**config.mk**
```make
export PLATFORM = sky130hd
export DESIGN_NAME = odh_result_fifo
export DESIGN_NICKNAME = d
export VERILOG_FILES = /design/src/rtl/odh_pkg.sv /design/src/rtl/odh_result_fifo.sv
export SDC_FILE = /design/constraint.sdc
export NUM_CORES = 1
export LEC_CHECK = 0
export BUFFER_PORTS_ARGS = -buffer_cell sky130_fd_sc_hd__buf_2
export CAP_MARGIN = 20
export CORE_MARGIN = 1.5
export CORE_UTILIZATION = 40
export DETAILED_ROUTE_END_ITERATION = 16
export PLACE_DENSITY = 0.68
export SKIP_LAST_GASP = 1
export SYNTH_ARGS = -nofsm -noshare
export SYNTH_HDL_FRONTEND = slang
export SYNTH_SLANG_ARGS = --single-unit
```
**constraint.sdc**
```tcl
create_clock -name clk -period 10.86 [get_ports clk]
set_clock_uncertainty 0.2 [all_clocks]
set_input_delay 1.629 -clock clk [delete_from_list [all_inputs] [get_ports clk]]
set_output_delay 1.629 -clock clk [all_outputs]
set_load 0.03 [all_outputs]
```
**src/rtl/odh_pkg.sv**
```systemverilog
`timescale 1ns / 1ps
// ----------------------------------------------------------------------------
// odh_pkg - shared definitions of the orbit density histogram unit
// Geometry, field codes, register indexes and the structs that pass
// between the bin mapper, the counter bank and the result queue.
// ----------------------------------------------------------------------------
package odh_pkg;

  // histogram geometry
  localparam int COLUMNS = 256;
  localparam int ROWS    = 256;
  localparam int NBINS   = COLUMNS * ROWS;
  localparam int ADDR_W  = $clog2(NBINS);
  localparam int COL_W   = $clog2(COLUMNS);
  localparam int ROW_W   = $clog2(ROWS);

  // field widths
  localparam int COORD_W = 32;
  localparam int SCALE_W = 32;
  localparam int LEN_W   = 16;
  localparam int RBIN_W  = 16;
  localparam int CNT_W   = 32;
  localparam int STAT_W  = 2;
  localparam int BIN_Q_W = 20;   // bits of the product above the Q44 point

  // stream widths
  localparam int IN_DATA_W  = 96;
  localparam int OUT_DATA_W = 104;

  // result queue
  localparam int FIFO_DEPTH = 8;
  localparam int FIFO_PTR_W = $clog2(FIFO_DEPTH);
  localparam int OUT_W      = $clog2(FIFO_DEPTH + 1);

  // operation codes
  localparam logic OP_DEPOSIT = 1'b0;
  localparam logic OP_READ    = 1'b1;

  // status codes
  localparam logic [STAT_W-1:0] ST_DONE    = 2'd0;
  localparam logic [STAT_W-1:0] ST_SHORT   = 2'd1;
  localparam logic [STAT_W-1:0] ST_OUTSIDE = 2'd2;

  // histogram select
  localparam logic [1:0] COLOR_BLUE  = 2'd0;
  localparam logic [1:0] COLOR_GREEN = 2'd1;
  localparam logic [1:0] COLOR_RED   = 2'd2;

  // configuration register indexes
  localparam int CFG_IDX_W = 3;
  localparam logic [CFG_IDX_W-1:0] REG_RE_ORIGIN   = 3'd0;
  localparam logic [CFG_IDX_W-1:0] REG_IM_ORIGIN   = 3'd1;
  localparam logic [CFG_IDX_W-1:0] REG_RE_SCALE    = 3'd2;
  localparam logic [CFG_IDX_W-1:0] REG_IM_SCALE    = 3'd3;
  localparam logic [CFG_IDX_W-1:0] REG_IGNORE_BELOW = 3'd4;
  localparam logic [CFG_IDX_W-1:0] REG_BLUE_BELOW  = 3'd5;
  localparam logic [CFG_IDX_W-1:0] REG_GREEN_BELOW = 3'd6;

  // configuration reset values
  localparam logic [COORD_W-1:0] RST_ORIGIN = 32'hE000_0000;  // -2.0
  localparam logic [SCALE_W-1:0] RST_SCALE  = 32'h0040_0000;  // 64.0
  localparam logic [LEN_W-1:0]   RST_IGNORE = 16'd0;
  localparam logic [LEN_W-1:0]   RST_BLUE   = 16'd100;
  localparam logic [LEN_W-1:0]   RST_GREEN  = 16'd1000;

  typedef struct packed {
    logic [COORD_W-1:0] re_origin;
    logic [COORD_W-1:0] im_origin;
    logic [SCALE_W-1:0] re_scale;
    logic [SCALE_W-1:0] im_scale;
    logic [LEN_W-1:0]   ignore_below;
    logic [LEN_W-1:0]   blue_below;
    logic [LEN_W-1:0]   green_below;
  } cfg_t;

  // one mapped item handed to the counter bank
  typedef struct packed {
    logic              valid;
    logic              op;
    logic [STAT_W-1:0] status;
    logic [1:0]        color;
    logic [ADDR_W-1:0] addr0;
    logic [ADDR_W-1:0] addr1;
  } job_t;

  typedef struct packed {
    logic [STAT_W-1:0] status;
    logic [CNT_W-1:0]  red;
    logic [CNT_W-1:0]  green;
    logic [CNT_W-1:0]  blue;
  } result_t;

endpackage

```
**src/rtl/odh_result_fifo.sv**
```systemverilog
`timescale 1ns / 1ps
// ----------------------------------------------------------------------------
// odh_result_fifo - small result queue in front of the output stream
// Register-based queue; the head entry drives the output beat directly.
// ----------------------------------------------------------------------------
module odh_result_fifo
  import odh_pkg::*;
(
  input  logic    clk,
  input  logic    rst,
  input  logic    push,
  input  result_t din,
  input  logic    pop,
  output logic    not_empty,
  output result_t dout
);

  result_t                entries [FIFO_DEPTH];
  logic [FIFO_PTR_W-1:0]  wr_ptr;
  logic [FIFO_PTR_W-1:0]  rd_ptr;
  logic [FIFO_PTR_W:0]    count;
  logic                   do_pop;

  assign not_empty = count != '0;
  assign do_pop    = pop && not_empty;
  assign dout      = entries[rd_ptr];

  // pointers and fill level
  always_ff @(posedge clk) begin
    if (rst) begin
      wr_ptr <= '0;
      rd_ptr <= '0;
      count  <= '0;
    end else begin
      if (push) begin
        wr_ptr <= wr_ptr + FIFO_PTR_W'(1);
      end
      if (do_pop) begin
        rd_ptr <= rd_ptr + FIFO_PTR_W'(1);
      end
      if (push && !do_pop) begin
        count <= count + (FIFO_PTR_W+1)'(1);
      end else if (!push && do_pop) begin
        count <= count - (FIFO_PTR_W+1)'(1);
      end
    end
  end

  // storage
  always_ff @(posedge clk) begin
    if (push) begin
      entries[wr_ptr] <= din;
    end
  end

  // never pushed when full, unless a pop frees an entry in the same cycle
  a_no_overflow: assert property (@(posedge clk) disable iff (rst)
    push |-> (count != (FIFO_PTR_W+1)'(FIFO_DEPTH) || do_pop))
    else $error("result queue overflow");

  // fill level stays in range
  a_count_range: assert property (@(posedge clk) disable iff (rst)
    count <= (FIFO_PTR_W+1)'(FIFO_DEPTH))
    else $error("result queue level out of range");

  // a pop moves the head by one
  a_pop_moves: assert property (@(posedge clk) disable iff (rst)
    do_pop |=> rd_ptr == $past(rd_ptr) + FIFO_PTR_W'(1))
    else $error("head pointer slip");

endmodule

```
; Word-level counts from Yosys, hierarchy flattened
; Memory sizes are Yosys's and may differ from the RTL's. A register that Yosys moved wholly into a read port is not among the register bits.
; Cells that the tools add are included.
[word_totals]
ff_bits = 10
latch_bits = 0
mem_bits_rw = 784
romBits = 0
input_bits = 102
out_inout_bits = 99
wordCells = 21
n_memories = 1
[classes]
n_addsub = 4
n_mul = 0
div = 0
magnitude_cmp = 0
n_eq_ne = 0
shifts = 0
muxes = 6
bitwise = 0
n_reduce_logical = 7
[memory_table]
columns = memory, depth, width, read_ports, rd_ports_with_merged_regs, wr, line
row1 = entries, 8, 98, 1, 1, 1, odh_result_fifo.sv:18  ; result_t entries [FIFO_DEPTH];
[ops]
columns = cell, count
row1 = $mux 4, 2
row2 = $add 3x1->3 const B, 2
row3 = $mux 3, 2
row4 = $add 4x1->4 const B, 1
row5 = $reduce_bool 4->1, 1
row6 = $sub 4x1->4 const B, 1
row7 = $logic_and 1x1->1, 3
row8 = $logic_not 1->1, 2
row9 = $mux 1, 2
row10 = $reduce_bool 2->1, 1

; Logic depth before layout (Yosys ltp)
[depth]
word_depth = 5
depth_mapped = 9
ltp_nobuf = 9

; Worst setup path before layout
; No wires, ideal clock.
[synth_timing]
kind = in2reg
from = input port push
to = memory entries[0][0] (netlist bit) (enable)
t_arrival_ns = 8.353
setup_slack_ns = 1.632
stages = 2
n_path_buf = 0
path_cell_list = nand2b_1 nor3_1
[synth_via]
elab_chain_len = 2
[synth_rtl]
columns = element, line
row1 = from (decl), odh_result_fifo.sv:11  ; input logic push,
row2 = $mux 1, odh_result_fifo.sv:51  ; if (push) begin
row3 = $mux 1 (implied by the code), odh_result_fifo.sv:52  ; entries[wr_ptr] <= din;
row4 = to (decl), odh_result_fifo.sv:18
; No other way between the ends.

==> run_results.csv <==
group,metric,value,unit
place,io_buffer_count,200,
drt,dr.pass1.iters,4,
clock_network,cts_hold_buf,0,
sta,min_period_over_period,0.493,
global_routing,grt_pass1_vias,14200,
sta,worstMarginPinSlew,1180,ps
floorplan,core,74400,um^2
logic_synthesis,synthCells,1202,
critical_path,worstPathMaxFanout,112,
pwr,power_frac_comb,0.204,
pwr,power_switching,2.13,mW
global_routing,grt_max_degree,136,
pwr,p_leak,11.1,nW
critical_path,cp.required,9030,ps
sta,hold_viol,0,
critical_path,slowest_delay,800,ps
pwr,ir_drop,0.132,mV
critical_path,critPathKind,"reg2out",
clock_network,clock_latency,630,ps
final_layout,final_util,0.471,
floorplan,die_area,77000,um^2
critical_path,crit_slowest_cell,"dfxtp_4",
logic_synthesis,synthesis.nets,1310,
clock_network,numClockSinks,797,
drt,num_vias,13200,
drt,drc,0,
final_layout,final_common_cell,"edfxtp_1",
critical_path,endpoint_kind,"output pin",
global_routing,grtUsageTotal,0.157,
global_routing,grt_pass1_wl,89400,um
logic_synthesis,synth.avg_cell_area,25.1,um^2
logic_synthesis,syn_area,30100,um^2
critical_path,path_cells,"buf_12 > mux4_1 > mux2_2 > buf_2",
floorplan,io_pins,201,
global_routing,antenna_found_initial,13,
place,hpwl,31500,um
pwr,clock_power_share,0.355,
job,maxCapViolations,0,
logic_synthesis,synth_cell_types,25,
logic_synthesis,yosys_warnings,0,
logic_synthesis,ys.flop_type,"edfxtp_1",
floorplan,die_w,277,um
outcome,status,"finished clean",
sta,rsz0062_at_grt,"no",
sta,finalSetupTns,0,ps
clock_network,cts_inserted_buffers,83,
final_layout,mostFrequentLayoutCells,"edfxtp_1 (784), buf_2 (200), mux4_2 (174), mux2_2 (99), clkbuf_16 (83)",
sta,fmax,187,MHz
logic_synthesis,async_flop_share,0,
pwr,switching_share,0.264,
final_layout,layout-drive-gt1-share,0.415,
sta,fin_hold_ws,293,ps
clock_network,root_buffer,"clkbuf_16",
clock_network,cts_setup_buffers,0,
final_layout,stdcell_area,35100,um^2
floorplan,die_y,277,um
drt,drtAntennaViolNets,0,
sta,finalMaxSlewViolations,0,
drt,drt_iter0_drc,974,
drt,wl,59900,um
clock_network,ctsResizeCount,0,
sta,fin_crit,5360,ps
sta,max_slew_margin,0.213,
global_routing,grt_overflow,0,
logic_synthesis,ys_ff_latch,797,
pwr,power_density,230,nW/um^2
clock_network,cts_max_level,3,
clock_network,path_clk_slew,60,ps
drt,via_per_inst,5.31,
sta,fin_ws,5500,ps
sta,setup_viol,0,
clock_network,cts_buffer_depth,3,
critical_path,crit_buf_inv,2,
pwr,p_int,5.94,mW
place,dp_slack,5850,ps
critical_path,worstPathArrival,3530,ps
critical_path,start_kind,"flip-flop",
place,place_area,32200,um^2
place,place.gp.congestion,0.672,
logic_synthesis,seq_area_frac_synth,0.790,
floorplan,start_util,0.405,
hold_path,worstHoldPathType,"reg2reg",
final_layout,fin_nets,1565,
drt,routedWlPerCell,24.0,um
floorplan,rows,100,
final_layout,synthToLayoutAreaGrowth,16.4,%
critical_path,critical-path-top-delay-family,"multiplexers",
pwr,seqPwrFrac,0.441,
logic_synthesis,synth_edf_count,784,
clock_network,cts_tree,"done",
[metrics by stage]
| step | total power, mW | cells |
|---|---|---|
| finish | 8.06 | 2493 |
| global route | 8.38 | 2492 |
| CTS | 8.17 | 2490 |
| detailed placement | 5.29 | 2340 |
| global placement | 5.27 | 2340 |
| floorplan | 4.93 | 1202 |
[synth_stat cells (2+ instances only)]
| cell | instances | share of area |
|---|---|---|
| ha_1 | 5 | 0.0021 |
| buf_6 | 15 | 0.0056 |
| dfxtp_1 | 13 | 0.0086 |
| nand2b_1 | 3 | 0.00062 |
| xor2_1 | 4 | 0.0012 |
| xnor2_1 | 2 | 0.00058 |
| mux2i_1 | 2 | 0.00066 |
| mux4_1 | 22 | 0.019 |
| buf_2 | 22 | 0.0037 |
| buf_8 | 2 | 0.0010 |
| mux2_2 | 99 | 0.037 |
| clkbuf_1 | 18 | 0.0022 |
| a21oi_1 | 3 | 0.00050 |
| nor3_1 | 2 | 0.00033 |
| edfxtp_1 | 784 | 0.78 |
| nand2_1 | 5 | 0.00062 |
| nor2_1 | 18 | 0.0022 |
| mux4_2 | 174 | 0.13 |
| nand3_1 | 3 | 0.00050 |
[sequential cells by signal, indices dropped and copies added (netlist names), named ones only]
| register | flops |
|---|---|
| wr_ptr | 3 |
| entries | 784 |
| count | 4 |
| rd_ptr | 3 |
[final cells by class]
type,instances,area [um^2]
Clock buffer,97,2130
Inverter,1,3.75
Fill cell,5969,39400
Tap cell,969,1210
Timing Repair Buffer,227,1250
Clock inverter,53,644
Multi-Input combinational cell,347,5990
Antenna cell,2,5.00
Sequential cell,797,23800
[worst register-to-register path: cells and delay by family (launching register included)]
kind                   cells  cell delay, ps
AND/OR/NAND/NOR            2             990
flip-flops                 1             470
buffers and inverters      2            1390
[power by group through the flow]
stage	clock, mW	combinational [mW]	sequential (mW)
after global placement	0	1.65	3.62
after CTS	2.94	1.67	3.56
final	2.86	1.65	3.56
after global routing	3.05	1.76	3.57
after floorplan	0	1.36	3.57
after detailed placement	0	1.67	3.62
[final timing paths]
kind	startpoint	end	cells after the start	slack, ps
setup / recovery	flip-flop	dout[2]	4	5500
hold / removal	rd_ptr[1]$_SDFFE_PP0P_	flip-flop	2	290
setup reg to reg	wr_ptr[1]$_SDFFE_PP0P_	entries[6][72]$_DFFE_PP_	4	7430
hold reg to reg	rd_ptr[1]$_SDFFE_PP0P_	flip-flop	2	290
[metal layers]
metal  global-route usage  routed length [um]  up-vias
met5                    0                 126        -
met4               0.0459                1110       22
met3               0.0374                3390       98
met2                0.253               29100      332
met1                0.213               26200     7080
li1                     -                   -     5698
[cell families (layout without fill, tap and decap cells)]
group                      Yosys count  after routing  synth area share
and+or+nand+nor                     33             33           0.00478
AOI/OAI and AO/OA                    5              5          0.000955
xor gates and xnor gates             6              6           0.00174
DFF                                797            797             0.790
muxes                              297            297             0.187
buffers and inverters               58            378            0.0126
adders and majority gates            6              6           0.00274
other                                0              2                 0
No activity file was read; power rests on OpenSTA's default activity.
