File: config.mk
export PLATFORM = sky130hd
export DESIGN_NAME = odh_bin_map
export DESIGN_NICKNAME = d
export VERILOG_FILES = /design/src/rtl/odh_pkg.sv /design/src/rtl/odh_bin_map.sv
export SDC_FILE = /design/constraint.sdc
export NUM_CORES = 2
export LEC_CHECK = 0
export BUFFER_PORTS_ARGS = -buffer_cell sky130_fd_sc_hd__buf_2
export CAP_MARGIN = 20
export CORE_ASPECT_RATIO = 1.2
export CORE_UTILIZATION = 68
export DETAILED_ROUTE_END_ITERATION = 12
export PLACE_DENSITY = 0.87
export SLEW_MARGIN = 40
export SYNTH_ARGS = -nofsm -noshare
export SYNTH_HDL_FRONTEND = slang
export SYNTH_SLANG_ARGS = --single-unit
File: constraint.sdc
create_clock -name clk -period 14.75 [get_ports clk]
set_input_delay 0 -clock clk [delete_from_list [all_inputs] [get_ports clk]]
set_output_delay 0 -clock clk [all_outputs]
set_load 0.05 [all_outputs]
File: src/rtl/odh_pkg.sv
`timescale 1ns / 1ps
// ----------------------------------------------------------------------------
// odh_pkg - shared definitions of the orbit density histogram unit
// Geometry, field codes, register indexes and the structs that pass
// between the bin mapper, the counter bank and the result queue.
// ----------------------------------------------------------------------------
package odh_pkg;

  // histogram geometry
  localparam int COLUMNS = 256;
  localparam int ROWS    = 256;
  localparam int NBINS   = COLUMNS * ROWS;
  localparam int ADDR_W  = $clog2(NBINS);
  localparam int COL_W   = $clog2(COLUMNS);
  localparam int ROW_W   = $clog2(ROWS);

  // field widths
  localparam int COORD_W = 32;
  localparam int SCALE_W = 32;
  localparam int LEN_W   = 16;
  localparam int RBIN_W  = 16;
  localparam int CNT_W   = 32;
  localparam int STAT_W  = 2;
  localparam int BIN_Q_W = 20;   // bits of the product above the Q44 point

  // stream widths
  localparam int IN_DATA_W  = 96;
  localparam int OUT_DATA_W = 104;

  // result queue
  localparam int FIFO_DEPTH = 8;
  localparam int FIFO_PTR_W = $clog2(FIFO_DEPTH);
  localparam int OUT_W      = $clog2(FIFO_DEPTH + 1);

  // operation codes
  localparam logic OP_DEPOSIT = 1'b0;
  localparam logic OP_READ    = 1'b1;

  // status codes
  localparam logic [STAT_W-1:0] ST_DONE    = 2'd0;
  localparam logic [STAT_W-1:0] ST_SHORT   = 2'd1;
  localparam logic [STAT_W-1:0] ST_OUTSIDE = 2'd2;

  // histogram select
  localparam logic [1:0] COLOR_BLUE  = 2'd0;
  localparam logic [1:0] COLOR_GREEN = 2'd1;
  localparam logic [1:0] COLOR_RED   = 2'd2;

  // configuration register indexes
  localparam int CFG_IDX_W = 3;
  localparam logic [CFG_IDX_W-1:0] REG_RE_ORIGIN   = 3'd0;
  localparam logic [CFG_IDX_W-1:0] REG_IM_ORIGIN   = 3'd1;
  localparam logic [CFG_IDX_W-1:0] REG_RE_SCALE    = 3'd2;
  localparam logic [CFG_IDX_W-1:0] REG_IM_SCALE    = 3'd3;
  localparam logic [CFG_IDX_W-1:0] REG_IGNORE_BELOW = 3'd4;
  localparam logic [CFG_IDX_W-1:0] REG_BLUE_BELOW  = 3'd5;
  localparam logic [CFG_IDX_W-1:0] REG_GREEN_BELOW = 3'd6;

  // configuration reset values
  localparam logic [COORD_W-1:0] RST_ORIGIN = 32'hE000_0000;  // -2.0
  localparam logic [SCALE_W-1:0] RST_SCALE  = 32'h0040_0000;  // 64.0
  localparam logic [LEN_W-1:0]   RST_IGNORE = 16'd0;
  localparam logic [LEN_W-1:0]   RST_BLUE   = 16'd100;
  localparam logic [LEN_W-1:0]   RST_GREEN  = 16'd1000;

  typedef struct packed {
    logic [COORD_W-1:0] re_origin;
    logic [COORD_W-1:0] im_origin;
    logic [SCALE_W-1:0] re_scale;
    logic [SCALE_W-1:0] im_scale;
    logic [LEN_W-1:0]   ignore_below;
    logic [LEN_W-1:0]   blue_below;
    logic [LEN_W-1:0]   green_below;
  } cfg_t;

  // one mapped item handed to the counter bank
  typedef struct packed {
    logic              valid;
    logic              op;
    logic [STAT_W-1:0] status;
    logic [1:0]        color;
    logic [ADDR_W-1:0] addr0;
    logic [ADDR_W-1:0] addr1;
  } job_t;

  typedef struct packed {
    logic [STAT_W-1:0] status;
    logic [CNT_W-1:0]  red;
    logic [CNT_W-1:0]  green;
    logic [CNT_W-1:0]  blue;
  } result_t;

endpackage

File: src/rtl/odh_bin_map.sv
`timescale 1ns / 1ps
// ----------------------------------------------------------------------------
// odh_bin_map - maps an accepted beat to histogram addresses
// Three registered stages: window offset and length class, the two
// fixed-point scale multiplies, then window test and reversed addresses.
// ----------------------------------------------------------------------------
module odh_bin_map
  import odh_pkg::*;
(
  input  logic               clk,
  input  logic               rst,
  input  logic               in_valid,
  input  logic               in_op,
  input  logic [COORD_W-1:0] point_re,
  input  logic [COORD_W-1:0] point_im,
  input  logic [LEN_W-1:0]   orbit_length,
  input  logic [RBIN_W-1:0]  read_bin,
  input  cfg_t               cfg,
  output job_t               job
);

  // stage 1: offsets from the window origin and length class
  logic [COORD_W:0] diff_re;
  logic [COORD_W:0] diff_im;
  logic [1:0]       color_sel;

  assign diff_re = {point_re[COORD_W-1], point_re} - {cfg.re_origin[COORD_W-1], cfg.re_origin};
  assign diff_im = {point_im[COORD_W-1], point_im} - {cfg.im_origin[COORD_W-1], cfg.im_origin};

  always_comb begin
    if (orbit_length < cfg.blue_below) begin
      color_sel = COLOR_BLUE;
    end else if (orbit_length < cfg.green_below) begin
      color_sel = COLOR_GREEN;
    end else begin
      color_sel = COLOR_RED;
    end
  end

  logic               s1_valid;
  logic               s1_op;
  logic               s1_short;
  logic [1:0]         s1_color;
  logic               s1_re_neg;
  logic               s1_im_neg;
  logic [COORD_W-1:0] s1_re_mag;
  logic [COORD_W-1:0] s1_im_mag;
  logic [RBIN_W-1:0]  s1_read_bin;

  always_ff @(posedge clk) begin
    if (rst) begin
      s1_valid <= 1'b0;
    end else begin
      s1_valid <= in_valid;
    end
    s1_op       <= in_op;
    s1_short    <= orbit_length < cfg.ignore_below;
    s1_color    <= color_sel;
    s1_re_neg   <= diff_re[COORD_W];
    s1_im_neg   <= diff_im[COORD_W];
    s1_re_mag   <= diff_re[COORD_W-1:0];
    s1_im_mag   <= diff_im[COORD_W-1:0];
    s1_read_bin <= read_bin;
  end

  // stage 2: scale multiplies, keep the integer part from bit 44 up
  logic [2*COORD_W-1:0] prod_re;
  logic [2*COORD_W-1:0] prod_im;

  assign prod_re = (2*COORD_W)'(s1_re_mag) * (2*COORD_W)'(cfg.re_scale);
  assign prod_im = (2*COORD_W)'(s1_im_mag) * (2*COORD_W)'(cfg.im_scale);

  logic               s2_valid;
  logic               s2_op;
  logic               s2_short;
  logic [1:0]         s2_color;
  logic               s2_re_neg;
  logic               s2_im_neg;
  logic [BIN_Q_W-1:0] s2_col_q;
  logic [BIN_Q_W-1:0] s2_row_q;
  logic [RBIN_W-1:0]  s2_read_bin;

  always_ff @(posedge clk) begin
    if (rst) begin
      s2_valid <= 1'b0;
    end else begin
      s2_valid <= s1_valid;
    end
    s2_op       <= s1_op;
    s2_short    <= s1_short;
    s2_color    <= s1_color;
    s2_re_neg   <= s1_re_neg;
    s2_im_neg   <= s1_im_neg;
    s2_col_q    <= prod_re[2*COORD_W-1 -: BIN_Q_W];
    s2_row_q    <= prod_im[2*COORD_W-1 -: BIN_Q_W];
    s2_read_bin <= s1_read_bin;
  end

  // stage 3: window test and reversed bin addresses
  logic              outside;
  logic              read_outside;
  logic [COL_W-1:0]  col;
  logic [ROW_W-1:0]  row;
  logic [ROW_W-1:0]  mrow;
  logic [ADDR_W-1:0] base;
  logic [STAT_W-1:0] status;

  assign outside = s2_re_neg || s2_im_neg
                || (s2_col_q >= BIN_Q_W'(COLUMNS)) || (s2_row_q >= BIN_Q_W'(ROWS));
  assign read_outside = 32'(s2_read_bin) >= 32'(NBINS);
  assign col  = s2_col_q[COL_W-1:0];
  assign row  = s2_row_q[ROW_W-1:0];
  assign mrow = ROW_W'(ROWS - 1) - row;
  assign base = ADDR_W'(NBINS - 1) - ADDR_W'(col) * ADDR_W'(ROWS);

  always_comb begin
    if (s2_op == OP_READ) begin
      status = read_outside ? ST_OUTSIDE : ST_DONE;
    end else if (s2_short) begin
      status = ST_SHORT;
    end else if (outside) begin
      status = ST_OUTSIDE;
    end else begin
      status = ST_DONE;
    end
  end

  always_ff @(posedge clk) begin
    if (rst) begin
      job.valid <= 1'b0;
    end else begin
      job.valid <= s2_valid;
    end
    job.op     <= s2_op;
    job.status <= status;
    job.color  <= s2_color;
    job.addr0  <= (s2_op == OP_READ) ? ADDR_W'(s2_read_bin) : base - ADDR_W'(row);
    job.addr1  <= base - ADDR_W'(mrow);
  end

endmodule

; ---- Yosys cells after proc, flatten, opt, wreduce, memory -nomap -nowiden
; Cells that the tools add are included.
[word_totals]
regBits = 188
in_bits = 276
output_inout_bits = 38
elab_cells = 46
[classes]
addsub = 6
n_mul = 2
order_cmp = 5
mux = 4
n_reduce_logical = 4
[op_table]
columns = op, count
row1 = 32-bit by 32-bit multiplier with 64-bit output, 2
row2 = 32-bit by 32-bit subtractor with 33-bit output, 2
row3 = 16-bit less-than comparator, 3
row4 = "20-bit by 9-bit greater-or-equal comparator with 1-bit output, second input constant", 2
row5 = 16-bit by 8-bit subtractor with 16-bit output, 2
row6 = 16-bit 2-to-1 mux, 1
row7 = "16-bit subtractor, first input constant", 1
row8 = "8-bit subtractor, first input constant", 1
row9 = 2-bit 2-to-1 mux, 2
row10 = 1-bit logical OR, 3
row11 = 2-bit OR reduction, 1
row12 = 1-bit 2-to-1 mux, 1

; ---- Logic depth before layout (Yosys ltp)
[logic_depth]
word_depth = 5
ltp_mapped = 27

; ---- Worst setup path after synthesis
; No wires, ideal clock.
[synth_path]
kind = register to register
startpoint = register s1_re_mag[30]
endpoint = register s2_col_q[19]
arrival_time_ns = 6.912
required_time_ns = 14.628
slack_ns = 7.716
path_stages_with_launch = 27
path_buffers = 1
period_less_slack_ns = 7.034
path_cell_list = dfxtp_1 -> clkbuf_1 -> nand2_1 -> fa_1 -> inv_1 -> fa_1 -> fa_1 -> inv_1 -> fa_1 -> inv_1 -> fa_1 -> fa_1 -> fa_1 -> inv_1 -> fa_1 -> inv_1 -> ha_1 -> nand4_1 -> nor2_1 -> nand4_1 -> nor3_1 -> a21oi_2 -> a21oi_2 -> o311ai_4 -> o311ai_4 -> a21oi_2 -> o311a_1
[synth_between]
elab_chain_len = 1
[synth_rtl]
columns = item, line
row1 = from (decl), odh_bin_map.sv:46  ; logic [COORD_W-1:0] s1_re_mag;
row2 = from (signal assigned), odh_bin_map.sv:61  ; s1_re_mag <= diff_re[COORD_W-1:0];
row3 = 32-bit by 32-bit multiplier with 64-bit output, odh_bin_map.sv:70  ; assign prod_re = (2*COORD_W)'(s1_re_mag) * (2*COORD_W)'(cfg.re_scale);
row4 = net prod_re[63], odh_bin_map.sv:67  ; logic [2*COORD_W-1:0] prod_re;
row5 = to (signal assigned), odh_bin_map.sv:94  ; s2_col_q <= prod_re[2*COORD_W-1 -: BIN_Q_W];
row6 = to (decl), odh_bin_map.sv:79  ; logic [BIN_Q_W-1:0] s2_col_q;
; The timed path passes the listed nets, and every way through them passes these cells.
; A chain may end at the register's enable or synchronous reset.

; ---- Worst setup path in the final report
[layout_path]
startpoint = register s1_re_mag[19]
endpoint = register s2_col_q[19]
; The elaborated chain is that of the path after synthesis.

==> flow_summary.ini <==
[cells_and_area]
area.growth.synth_to_final_pct = 5.83
share_of_final_layout_standard_cells_stronger_than_drive_strength_1_pct = 5.69
final_util_pct = 73.0
nets = 10686

[synthesis]
synth.avg_cell_area_um2 = 9.23
yosysSeqAreaShare_pct = 5.18
yosys_warnings = 0
synth_cells = 7865
yosys_most_used_dff = dfxtp_1
async_reset_ff_share_pct = 0
synth_seq_cells = 188
mappedNetlistArea_um2 = 72600
synth-edff-count = 0
synth_nets = 10562
synthDistinctLibCells = 71

[floorplan]
core_area_um2 = 105000
ioPinCount = 314
die_width_um = 300
die_area_um2 = 108000
initial_utilization_pct = 69.0
fp-row-count = 130
chipHeight_um = 360

[timing]
slew_headroom_pct = 38.2
setup-tns-final_ns = 0
skew_ns = 0.0226
timing.fmax_mhz = 121
number_of_pins_with_negative_max_slew_slack_in_the_final_report = 0
grt_setup_unrepaired = no
setup_viol = 0
tightest_slew_ns = 0.926
final_critical_path_share_of_the_clock_period_pct = 56.1
period_minus_slack_ns = 8.28
finalHoldViolations = 0

[worst_setup_path]
worstPathArrival_ns = 8.70
crit_required_ns = 15.17
worst-r2r-cell-count = 24
rr_startpoint = s1_re_mag[19]
cp-start-kind = flop
path_class = flop to flop
r2r_end = s2_col_q[19]
cp_max_fo = 32
setup.worst_path.end_class = flop
timing.reg2reg.setup_slack_ns = 6.47

[global_routing]
grt_use_met3_pct = 10.8
grt_util_met2_pct = 66.4
globalRoute.totalOverflow = 0
grt_pass1_wl_mm = 334
antenna_found_initial = 13
grt_start_max_net_pins = 36
grt-busiest-layer = met2
grtUsageMet1_pct = 47.2
first_global_vias = 63590
grt_use_total_pct = 40.3

[place]
globalplace.congestion = 1.06
place_hpwl_mm = 160
io_buffers = 313

[cts]
clockBufferDepth = 2
clock_tree.htree_level_count = 4
clk_latency_ns = 0.54
clk_pin_slew_ns = 0.09
clock_tree.root_cell = clkbuf_16
cts-resized-gates = 0
tritoncts = yes
tritoncts_num_sinks = 188
cts_buffers = 17

[hold_path]
hold_path_class = input port to flop
whs_endpoint = s1_im_mag[12]
hold_path.startpoint = cfg[123]
timing.hold.worst_path_depth = 5

[drt]
remaining_routing_drc_violations = 0
avgViaCountPerCell = 5.93
drt_pre_antenna_iters = 7
detailroute.via_count = 55647
routed_wirelength_mm = 206
drt-initial-drc-count = 4538
drt_wl_cell_um = 21.9
ant_nets = 0

[run]
drv_cap = 0

[run_status]
run_status = finished clean
synth_stat cells (4+ instances only):
cell	number	area share (%)
a211o_1	6	0.072
a211oi_1	14	0.14
a21boi_0	4	0.041
a21o_1	101	1.0
a21o_2	5	0.060
a21oi_1	154	1.1
a221oi_1	8	0.097
a31o_2	5	0.060
a31oi_1	8	0.069
and2_1	1208	10
and3_1	15	0.13
and4_1	4	0.048
clkbuf_1	390	2.0
dfxtp_1	188	5.2
fa_1	1792	49
ha_1	629	11
inv_1	1871	9.7
nand2_1	938	4.9
nand2b_1	14	0.12
nand3_1	34	0.23
nand4_1	27	0.23
nor2_1	73	0.38
nor2b_1	21	0.18
nor3_1	24	0.17
nor4_1	15	0.13
o211ai_1	15	0.16
o21a_1	15	0.16
o21ai_0	91	0.63
o21bai_1	17	0.18
o31ai_1	11	0.11
xnor2_1	70	0.84
xor2_1	29	0.35
routing by layer:
layer | wire (um) | share of wire, %
met1 | 69400 | 34
met2 | 99400 | 48
met3 | 22900 | 11
met4 | 13800 | 6.7
met5 | 102 | 0.050
registers in the layout, summed over array words and instances, names as in the netlist:
name         flops
job             38
s1_im_mag       32
s1_re_mag       32
s2_col_q        20
s2_row_q        20
s1_read_bin     16
s2_read_bin     16
s1_color         2
s2_color         2
s1_im_neg        1
s1_op            1
s1_re_neg        1
s1_short         1
s1_valid         1
s2_im_neg        1
s2_op            1
s2_re_neg        1
s2_short         1
s2_valid         1
cell usage in the layout (no fill, tap or decap), types with 24 or more instances in the layout:
cell	count
a21o_1	101
a21oi_1	153
and2_1	1208
buf_2	309
buf_4	59
dfxtp_1	173
dlygate4sd3_1	126
fa_1	1792
ha_1	629
inv_1	1871
nand2_1	938
nand3_1	34
nand4_1	27
nor2_1	73
nor3_1	24
o21ai_0	90
xnor2_1	70
xor2_1	29
how the worst max path moves through the flow:
stage                     cells past startpoint           from  slack, ns            to
after floorplan                              26  s1_re_mag[30]       7.72  s2_col_q[19]
after global placement                       23  s1_im_mag[13]       6.42  s2_row_q[19]
after detailed placement                     25  s1_im_mag[25]       6.54  s2_row_q[19]
after CTS                                    25  s1_im_mag[25]       6.48  s2_row_q[19]
after global routing                         24  s1_im_mag[25]       6.05  s2_row_q[19]
final                                        24  s1_re_mag[19]       6.47  s2_col_q[19]
worst max-delay path: stages, from the launching register on:
cell	delay [ns]
dfxtp_2	0.90
and2_1	0.25
fa_1	0.41
inv_1	0.08
fa_1	0.53
fa_1	0.52
fa_1	0.55
inv_1	0.06
fa_1	0.51
fa_1	0.51
fa_1	0.53
inv_1	0.06
fa_1	0.48
inv_1	0.04
ha_1	0.34
nand4_1	0.19
nor2_1	0.31
nand4_1	0.19
nor3_1	0.26
a21oi_2	0.10
a21oi_2	0.43
o311ai_4	0.19
o311ai_4	0.33
a21oi_2	0.11
o311a_1	0.28
repair_timing:
item / in CTS / in global routing
endpoints found under the setup margin: 0 / 0
hold buffers: 126 / 0
setup buffers: 0 / 0
endpoints found under the hold margin: 76 / 0
cell type report:
class,instances,area [um^2]
multi-input combinational,5415,60300
clock buffer,17,425
timing repair buffer,496,3310
clock inverter,15,191
sequential,188,3790
tap,1386,1730
fill,7306,28400
antenna,1,2.50
inverter,1871,7020
cells by family (layout without fill, tap and decap cells):
kind of cell | after synthesis | in the layout | synth area share, %
flops | 188 | 188 | 5.18
compound gates | 499 | 499 | 4.54
buf+inv | 2262 | 2399 | 11.7
simple gates | 2396 | 2396 | 17.1
fa+ha+maj | 2421 | 2421 | 60.3
xor+xnor | 99 | 99 | 1.19
other cells | 0 | 1 | 0
through the flow:
step	worst slack, ns	instance area [um^2]	hold slack (ns)	instances
floorplan	7.72	72600	0.0277	7865
global placement	6.42	74800	0.103	9227
detailed placement	6.54	74900	0.104	9228
CTS	6.48	76700	0.00328	9386
global route	6.05	76800	0.0468	9389
finish	6.47	76800	0.0388	9389
Power is not shown: default switching activity piles up to over one toggle a cycle in this logic, so the estimate is an artifact.
